[src/rtl/core/mvdds_pkg.sv]
package mvdds_pkg;

  // voice count and gain full scale
  localparam int VOICES          = 4;
  localparam int GAIN_FULL_SCALE = 255;

  // voice index width, at least one bit
  localparam int VIDX_W = (VOICES > 1) ? $clog2(VOICES) : 1;

  localparam int PHASE_W  = 16;
  localparam int SAMPLE_W = 8;
  localparam int GAIN_W   = 8;
  localparam int SUM_W    = 16;
  localparam int DUTY_W   = 14;

  localparam int SINE_DEPTH = 128;
  localparam int LUT_IDX_W  = $clog2(SINE_DEPTH);

  // constant division by reciprocal: q = (x * ceil(2^DIV_SHIFT / d)) >> DIV_SHIFT,
  // exact for 16-bit x and any divisor up to 255
  localparam int DIV_SHIFT   = 24;
  localparam int RECIP_W     = DIV_SHIFT + 1;
  localparam int OPND_W      = 16;
  localparam int PROD_W      = OPND_W + RECIP_W;
  localparam int QUOT_W      = 16;
  localparam int AMP_RECIP   = ((1 << DIV_SHIFT) + GAIN_FULL_SCALE - 1) / GAIN_FULL_SCALE;
  localparam int VOICE_RECIP = ((1 << DIV_SHIFT) + VOICES - 1) / VOICES;

  typedef enum logic [1:0] {
    ACT_TICK = 2'b00,
    ACT_STEP = 2'b01,
    ACT_GAIN = 2'b10
  } act_e;

  typedef enum logic [1:0] {
    WAVE_SINE     = 2'b00,
    WAVE_SQUARE   = 2'b01,
    WAVE_TRIANGLE = 2'b10,
    WAVE_SAW      = 2'b11
  } wave_e;

  typedef enum logic [1:0] {
    MUL_HOLD,
    MUL_GAIN,
    MUL_SCALE,
    MUL_NORM
  } mul_op_e;

  typedef enum logic [2:0] {
    ST_IDLE,
    ST_ADV,
    ST_GAIN,
    ST_SCALE,
    ST_SUM,
    ST_NORM,
    ST_DONE
  } state_e;

  // one period of sine, centered on 128
  localparam logic [SAMPLE_W-1:0] SINE_ROM [SINE_DEPTH] = '{
    8'd128, 8'd134, 8'd140, 8'd146, 8'd152, 8'd158, 8'd165, 8'd170,
    8'd176, 8'd182, 8'd188, 8'd193, 8'd198, 8'd203, 8'd208, 8'd213,
    8'd218, 8'd222, 8'd226, 8'd230, 8'd234, 8'd237, 8'd240, 8'd243,
    8'd245, 8'd248, 8'd250, 8'd251, 8'd253, 8'd254, 8'd254, 8'd255,
    8'd255, 8'd255, 8'd254, 8'd254, 8'd253, 8'd251, 8'd250, 8'd248,
    8'd245, 8'd243, 8'd240, 8'd237, 8'd234, 8'd230, 8'd226, 8'd222,
    8'd218, 8'd213, 8'd208, 8'd203, 8'd198, 8'd193, 8'd188, 8'd182,
    8'd176, 8'd170, 8'd165, 8'd158, 8'd152, 8'd146, 8'd140, 8'd134,
    8'd128, 8'd121, 8'd115, 8'd109, 8'd103, 8'd97,  8'd90,  8'd85,
    8'd79,  8'd73,  8'd67,  8'd62,  8'd57,  8'd52,  8'd47,  8'd42,
    8'd37,  8'd33,  8'd29,  8'd25,  8'd21,  8'd18,  8'd15,  8'd12,
    8'd10,  8'd7,   8'd5,   8'd4,   8'd2,   8'd1,   8'd1,   8'd0,
    8'd0,   8'd0,   8'd1,   8'd1,   8'd2,   8'd4,   8'd5,   8'd7,
    8'd10,  8'd12,  8'd15,  8'd18,  8'd21,  8'd25,  8'd29,  8'd33,
    8'd37,  8'd42,  8'd47,  8'd52,  8'd57,  8'd62,  8'd67,  8'd73,
    8'd79,  8'd85,  8'd90,  8'd97,  8'd103, 8'd109, 8'd115, 8'd121
  };

endpackage

[src/rtl/core/mvdds_wave.sv]
module mvdds_wave import mvdds_pkg::*; (
  input  wave_e               wave_i,
  input  logic [7:0]          phase_i,
  output logic [SAMPLE_W-1:0] sample_o
);

  always_comb begin
    case (wave_i)
      WAVE_SINE: begin
        sample_o = SINE_ROM[phase_i[7:1]];
      end
      WAVE_SQUARE: begin
        sample_o = phase_i[7] ? 8'd0 : 8'd255;
      end
      WAVE_TRIANGLE: begin
        // rising half 2p, falling half 2*(255-p) = 2*~p
        sample_o = phase_i[7] ? {~phase_i[6:0], 1'b0} : {phase_i[6:0], 1'b0};
      end
      WAVE_SAW: begin
        sample_o = phase_i;
      end
      default: begin
        sample_o = phase_i;
      end
    endcase
  end

endmodule

[src/rtl/core/mvdds_mul_unit.sv]
module mvdds_mul_unit import mvdds_pkg::*; (
  input  logic                clk_i,
  input  mul_op_e             op_i,
  input  logic [SAMPLE_W-1:0] sample_i,
  input  logic [GAIN_W-1:0]   gain_i,
  input  logic [SUM_W-1:0]    sum_i,
  output logic [QUOT_W-1:0]   quot_o
);

  logic [PROD_W-1:0]  prod_q, prod_d;
  logic [OPND_W-1:0]  opa;
  logic [RECIP_W-1:0] opb;

  // operand select for the one shared multiplier
  always_comb begin
    case (op_i)
      MUL_GAIN: begin
        opa = OPND_W'(sample_i);
        opb = RECIP_W'(gain_i);
      end
      MUL_SCALE: begin
        opa = prod_q[OPND_W-1:0];
        opb = RECIP_W'(AMP_RECIP);
      end
      MUL_NORM: begin
        opa = OPND_W'(sum_i);
        opb = RECIP_W'(VOICE_RECIP);
      end
      default: begin
        opa = '0;
        opb = '0;
      end
    endcase
  end

  always_comb begin
    prod_d = (op_i == MUL_HOLD) ? prod_q : (PROD_W'(opa) * PROD_W'(opb));
  end

  always_ff @(posedge clk_i) begin
    prod_q <= prod_d;
  end

  assign quot_o = prod_q[DIV_SHIFT +: QUOT_W];

endmodule

[src/rtl/core/multi_voice_dds_mixer.sv]
// multi-voice dds mixer
// input channel (in_valid_i / in_ready_o): action_i, voice_i, value_i.
//   set phase step / set gain: written in the cycle of the transfer, no result,
//   the block is ready again at the next edge.
//   sample tick: the block drops in_ready_o and walks the voices one at a time
//   through one shared datapath: phase advance + waveform, gain multiply,
//   divide by max amplitude, accumulate, in states ADV, GAIN, SCALE and SUM
//   for each voice; then NORM divides by the voice count and DONE loads the
//   output register.
// output channel (out_valid_o / out_ready_i): one registered result per tick.
//   while a result waits, new set actions are still taken; a tick that
//   finishes before the older result is taken holds in its last step until
//   the receiver takes it.
// configuration: cfg_we_i writes cfg_wdata_i into the waveform select
//   (sine, square, triangle, sawtooth), no wait state.
// reset: accumulators and steps go to zero, every gain to one, sine selected,
//   no result pending.
module multi_voice_dds_mixer import mvdds_pkg::*; (
  input  logic                clk_i,
  input  logic                rst_ni,
  input  logic                cfg_we_i,
  input  logic [1:0]          cfg_wdata_i,
  input  logic                in_valid_i,
  output logic                in_ready_o,
  input  logic [1:0]          action_i,
  input  logic [1:0]          voice_i,
  input  logic [15:0]         value_i,
  output logic                out_valid_o,
  input  logic                out_ready_i,
  output logic [DUTY_W-1:0]   duty_o
);

  localparam logic [VIDX_W-1:0] LAST_VOICE = VIDX_W'(VOICES - 1);

  state_e state_q, state_d;
  wave_e  wave_q;

  logic [PHASE_W-1:0] acc_q  [VOICES];
  logic [PHASE_W-1:0] step_q [VOICES];
  logic [GAIN_W-1:0]  gain_q [VOICES];

  logic [VIDX_W-1:0]   voice_cnt_q;
  logic [SUM_W-1:0]    sum_q;
  logic [SAMPLE_W-1:0] sample_q;
  logic                out_valid_q;
  logic [DUTY_W-1:0]   duty_q;

  logic [PHASE_W-1:0]  acc_next;
  logic [SAMPLE_W-1:0] wave_sample;
  logic [QUOT_W-1:0]   quot;
  mul_op_e             mul_op;
  logic                in_xfer;
  logic                out_free;
  act_e                act;

  assign act      = act_e'(action_i);
  assign in_xfer  = in_valid_i && in_ready_o;
  assign out_free = !out_valid_q || out_ready_i;

  // phase advance for the voice being visited
  assign acc_next = acc_q[voice_cnt_q] + step_q[voice_cnt_q];

  mvdds_wave u_wave (
    .wave_i   (wave_q),
    .phase_i  (acc_next[PHASE_W-1 -: 8]),
    .sample_o (wave_sample)
  );

  mvdds_mul_unit u_mul (
    .clk_i    (clk_i),
    .op_i     (mul_op),
    .sample_i (sample_q),
    .gain_i   (gain_q[voice_cnt_q]),
    .sum_i    (sum_q),
    .quot_o   (quot)
  );

  // sequencer: next state
  always_comb begin
    state_d = state_q;
    case (state_q)
      ST_IDLE: begin
        if (in_xfer && act == ACT_TICK) begin
          state_d = ST_ADV;
        end
      end
      ST_ADV:   state_d = ST_GAIN;
      ST_GAIN:  state_d = ST_SCALE;
      ST_SCALE: state_d = ST_SUM;
      ST_SUM: begin
        state_d = (voice_cnt_q == LAST_VOICE) ? ST_NORM : ST_ADV;
      end
      ST_NORM:  state_d = ST_DONE;
      ST_DONE: begin
        // hold until the output register can take the new duty
        if (out_free) begin
          state_d = ST_IDLE;
        end
      end
      default:  state_d = ST_IDLE;
    endcase
  end

  // sequencer: outputs
  always_comb begin
    in_ready_o = 1'b0;
    mul_op     = MUL_HOLD;
    case (state_q)
      ST_IDLE:  in_ready_o = 1'b1;
      ST_GAIN:  mul_op = MUL_GAIN;
      ST_SCALE: mul_op = MUL_SCALE;
      ST_NORM:  mul_op = MUL_NORM;
      default: begin
        in_ready_o = 1'b0;
        mul_op     = MUL_HOLD;
      end
    endcase
  end

  always_ff @(posedge clk_i or negedge rst_ni) begin
    if (!rst_ni) begin
      state_q <= ST_IDLE;
    end else begin
      state_q <= state_d;
    end
  end

  // waveform select register
  always_ff @(posedge clk_i or negedge rst_ni) begin
    if (!rst_ni) begin
      wave_q <= WAVE_SINE;
    end else if (cfg_we_i) begin
      wave_q <= wave_e'(cfg_wdata_i);
    end
  end

  // per-voice state: set actions and phase advance
  always_ff @(posedge clk_i or negedge rst_ni) begin
    if (!rst_ni) begin
      for (int i = 0; i < VOICES; i++) begin
        acc_q[i]  <= '0;
        step_q[i] <= '0;
        gain_q[i] <= GAIN_W'(1);
      end
    end else begin
      if (state_q == ST_ADV) begin
        acc_q[voice_cnt_q] <= acc_next;
      end
      if (in_xfer) begin
        // voices the 2-bit field cannot name are never matched
        for (int i = 0; i < VOICES; i++) begin
          if (int'(voice_i) == i) begin
            if (act == ACT_STEP) begin
              step_q[i] <= value_i;
            end
            if (act == ACT_GAIN) begin
              gain_q[i] <= value_i[GAIN_W-1:0];
            end
          end
        end
      end
    end
  end

  // voice walk and mix accumulator
  always_ff @(posedge clk_i or negedge rst_ni) begin
    if (!rst_ni) begin
      voice_cnt_q <= '0;
      sum_q       <= '0;
    end else begin
      if (in_xfer && act == ACT_TICK) begin
        voice_cnt_q <= '0;
        sum_q       <= '0;
      end else if (state_q == ST_SUM) begin
        sum_q <= sum_q + quot;
        if (voice_cnt_q != LAST_VOICE) begin
          voice_cnt_q <= voice_cnt_q + VIDX_W'(1);
        end
      end
    end
  end

  always_ff @(posedge clk_i) begin
    if (state_q == ST_ADV) begin
      sample_q <= wave_sample;
    end
  end

  // output register
  always_ff @(posedge clk_i or negedge rst_ni) begin
    if (!rst_ni) begin
      out_valid_q <= 1'b0;
    end else if (state_q == ST_DONE && out_free) begin
      out_valid_q <= 1'b1;
    end else if (out_ready_i) begin
      out_valid_q <= 1'b0;
    end
  end

  always_ff @(posedge clk_i) begin
    if (state_q == ST_DONE && out_free) begin
      duty_q <= quot[DUTY_W-1:0];
    end
  end

  assign out_valid_o = out_valid_q;
  assign duty_o      = duty_q;

`ifndef SYNTHESIS
  // a tick starts the walk at the first voice with an empty mix
  a_tick_starts: assert property (@(posedge clk_i) disable iff (!rst_ni)
    in_xfer && act == ACT_TICK |=> state_q == ST_ADV && voice_cnt_q == '0 && sum_q == '0)
    else $error("tick did not start voice walk");

  // set actions never occupy the sequencer
  a_set_stays_idle: assert property (@(posedge clk_i) disable iff (!rst_ni)
    in_xfer && act != ACT_TICK |=> state_q == ST_IDLE)
    else $error("set action left idle");

  // the last voice leads to the normalize step
  a_last_voice_norm: assert property (@(posedge clk_i) disable iff (!rst_ni)
    state_q == ST_SUM && voice_cnt_q == LAST_VOICE |=> state_q == ST_NORM)
    else $error("voice walk did not end at last voice");

  // a finished tick always leaves a result pending
  a_done_loads: assert property (@(posedge clk_i) disable iff (!rst_ni)
    state_q == ST_DONE && out_free |=> out_valid_q && state_q == ST_IDLE)
    else $error("finished tick lost its result");
`endif

endmodule

[config.mk]
export PLATFORM = sky130hd
export DESIGN_NAME = multi_voice_dds_mixer
export DESIGN_NICKNAME = d
export VERILOG_FILES = /design/src/rtl/core/mvdds_pkg.sv /design/src/rtl/core/mvdds_wave.sv /design/src/rtl/core/mvdds_mul_unit.sv /design/src/rtl/core/multi_voice_dds_mixer.sv
export SDC_FILE = /design/constraint.sdc
export NUM_CORES = 1
export LEC_CHECK = 0
export BUFFER_PORTS_ARGS = -buffer_cell sky130_fd_sc_hd__buf_4
export CAP_MARGIN = 20
export CORE_UTILIZATION = 35
export CTS_CLUSTER_SIZE = 24
export DETAILED_ROUTE_END_ITERATION = 16
export PLACE_DENSITY = 0.58
export RECOVER_POWER = 100
export SYNTH_ARGS = -nofsm -noshare
export SYNTH_HDL_FRONTEND = slang
export SYNTH_SLANG_ARGS = --single-unit
[constraint.sdc]
create_clock -name clk_i -period 10.4 [get_ports clk_i]
set_clock_uncertainty 0.1 [all_clocks]
set_input_delay 0.52 -clock clk_i [delete_from_list [all_inputs] [get_ports clk_i]]
set_output_delay 0.52 -clock clk_i [all_outputs]
set_load 0.05 [all_outputs]
==> results.sh <==
export IMPL_grt_pass1_vias=13231
export IMPL_ys_types=83
export IMPL_max_freq_mhz=110
export IMPL_worstPathMaxFanout=24
export IMPL_grt_max_degree=107
export IMPL_dpl_hpwl_microns=32800
export IMPL_min_period_ps=9100
export IMPL_cts_clk_slew_worst_paths_ps=60
export IMPL_area_delta_synth_final_pct=10.9
export IMPL_synth_compound_area_frac=0.119
export IMPL_yosysSeqAreaShare=0.340
export IMPL_crit_type="register to register"
export IMPL_ys_seq_elements=237
export IMPL_drt_wl_total_microns=43700
export IMPL_hold_viol_final=0
export IMPL_async_reset_ff_frac=0.776
export IMPL_cts_tree="built"
export IMPL_placed_area_sq_um=19500
export IMPL_syn_area_sq_um=18200
export IMPL_antenna_found_initial=0
export IMPL_synthCells=1710
export IMPL_cp_required_ps=10590
export IMPL_report_final_slew_viol_count=326
export IMPL_worst_slack_ps=1300
export IMPL_hold_class="input pin to register"
export IMPL_layout_nets=2109
export IMPL_slew_headroom=-2.88
export IMPL_cts_resized=0
export IMPL_antenna_left=0
export IMPL_status="complete, but fails checks"
export IMPL_die_area_sq_um=53000
export IMPL_pre_cts_ws_ps=1910
export IMPL_drive_gt1_frac=0.138
export IMPL_synth_edff_count=53
export IMPL_synth_fa_ha_area_frac=0.243
export IMPL_ctsHoldBuffers=0
export IMPL_tns_ps=0
export IMPL_diodes=0
export IMPL_initial_utilization=0.354
export IMPL_ys_flop_type="dfrtp_1"
export IMPL_floorplan_rows=83
export IMPL_port_buffers=42
export IMPL_clock_sinks=237
export IMPL_gp_congestion=0.904
export IMPL_final_period_utilization=0.875
export IMPL_cts_htree_levels=1
export IMPL_dr_first_iter_drc_count=913
export IMPL_yosys_warnings=0
export IMPL_die_x_microns=230
export IMPL_firstDrtPassIters=5
export IMPL_num_vias=12808
export IMPL_fill_cells=5046
export IMPL_drc=0
export IMPL_io_pins=43
export IMPL_synthXorXnorAreaFrac=0.0268
export IMPL_stdcell_area_sq_um=20200
export IMPL_drv_cap=8
export IMPL_cts_root_buf="clkbuf_16"
export IMPL_tightest_slew_ps=5820
export IMPL_avgViaCountPerCell=5.14
export IMPL_cp_end_kind="register"
export IMPL_numCtsBuffers=27
export IMPL_avgRoutedWirePerCell_microns=17.5
export IMPL_synth_top_family_by_area="adder cells"
export IMPL_worstSkewPairLatency_ps=550
export IMPL_post_cts_buffers=0
export IMPL_critical_path_arrival_ps=9290
export IMPL_synth_avg_cell_area_sq_um=10.7
export IMPL_overflow=0
export IMPL_core_sq_um=51400
export IMPL_track_usage=0.169
export IMPL_cts_buffer_depth=3
export IMPL_synth_mux_area_fraction=0.116
export IMPL_violations="capacitance limit, slew limit"
export IMPL_grt_pass1_wl_microns=71700
export IMPL_synthSimpleGateAreaFrac=0.102
export IMPL_die_h_microns=230
export IMPL_rsz0062_at_grt="false"
export IMPL_critPathLaunchType="register"
export IMPL_setup_violations=0
==> final timing paths <==
path | from | end | slack [ps] | cells past startpoint
hold reg to reg | u_mul.prod_q[33] | duty_o[9] | 370 | 0
min in group asynchronous | rst_ni | wave_q[1] | 2000 | 1
setup / recovery | voice_cnt_q[0] | u_mul.prod_q[36] | 1300 | 20
setup reg to reg | voice_cnt_q[0] | u_mul.prod_q[36] | 1300 | 20
hold / removal | cfg_we_i | wave_q[0] | 90 | 2
max in group asynchronous | rst_ni | step_q[21] | 2630 | 3
==> critical path, stage by stage (launching register included) <==
cell      delay [ps]
dfrtp_1         1370
mux4_2           690
o21ai_0          930
nor2_1           180
fa_1             560
fa_1             560
ha_1             150
inv_1             50
fa_1             550
fa_1             440
fa_1             550
inv_1             40
ha_1             330
o21a_1           270
a41o_1           300
a221oi_1         530
o21ai_0          330
o21ai_2          260
o21ai_0          200
o41ai_2          320
xor2_1           120
==> per-stage QoR <==
| stage | cells | util | hold slack, ps |
|---|---|---|---|
| after floorplan | 1764 | - | 124 |
| after global placement | 2440 | 0.379 | 358 |
| after detailed placement | 2440 | 0.379 | 362 |
| after CTS | 2490 | 0.396 | 4.65 |
| after global routing | 2494 | 0.393 | 84.4 |
| final | 2494 | 0.393 | 86.1 |
==> synth_stat cells, types with 16 or more instances <==
cell type | instances | area share
a211oi_1 | 22 | 0.0091
a21oi_1 | 54 | 0.015
and2_1 | 21 | 0.0072
clkbuf_1 | 42 | 0.0087
dfrtp_1 | 180 | 0.25
edfxtp_1 | 53 | 0.087
fa_1 | 109 | 0.12
ha_1 | 180 | 0.12
inv_1 | 178 | 0.037
mux2_2 | 105 | 0.065
mux4_2 | 39 | 0.048
nand2_1 | 151 | 0.031
nand3_1 | 16 | 0.0044
nor2_1 | 131 | 0.027
nor3_1 | 22 | 0.0060
o21ai_0 | 101 | 0.028
o21ai_1 | 16 | 0.0044
xnor2_1 | 36 | 0.017
==> sequential cells by signal (all words and copies together) (netlist names) <==
signal,cells
u_mul.prod_q,31
out_valid_o,1
sum_q,16
acc_q,64
voice_cnt_q,2
duty_o,14
state_q,3
wave_q,2
step_q,64
sample_q,8
gain_q,32
==> per-layer routing <==
layer / vias to the layer above / track usage / wire length [microns]
li1: 6103 / - / -
met1: 6337 / 0.230 / 19900
met2: 300 / 0.284 / 20700
met3: 68 / 0.0177 / 1730
met4: 0 / 0.0484 / 1280
met5: - / 0 / 0
==> final cells by class <==
cell class | instances | area, sq um | share of cell area
Multi-Input combinational cell | 1283 | 11200 | 0.554
Sequential cell | 237 | 6200 | 0.307
Tap cell | 680 | 851 | 0.0421
Clock buffer | 41 | 831 | 0.0411
Inverter | 180 | 676 | 0.0335
Timing Repair Buffer | 64 | 392 | 0.0194
Clock inverter | 9 | 63.8 | 0.00316
==> layout by cell type (no fill, tap or decap), types with 13 or more instances in the layout <==
cell type	Yosys	layout
inv_1	178	180
ha_1	180	180
dfrtp_1	180	179
nand2_1	151	151
nor2_1	131	131
o21ai_0	101	110
fa_1	109	109
mux2_2	105	105
conb_1	2	56
a21oi_1	54	55
edfxtp_1	53	53
mux4_2	39	39
xnor2_1	36	38
clkbuf_1	42	35
buf_4	3	34
clkbuf_16	0	29
a211oi_1	22	23
nor3_1	22	22
and2_1	21	18
nand3_1	16	16
and3_1	15	15
o211ai_1	12	14
a21o_1	13	13
==> logic make-up (layout without fill, tap and decap cells) <==
group / Yosys count / after routing
and+or+nand+nor: 411 / 411
AOI/OAI and AO/OA: 327 / 327
adders and majority gates: 289 / 289
buffers and inverters: 244 / 294
DFF: 237 / 237
muxes: 149 / 149
xor gates and xnor gates: 51 / 51
other: 2 / 56
Power is left out: the tool's default activity adds up to more than one toggle a clock period on the data nets, which glitch-free logic cannot reach.
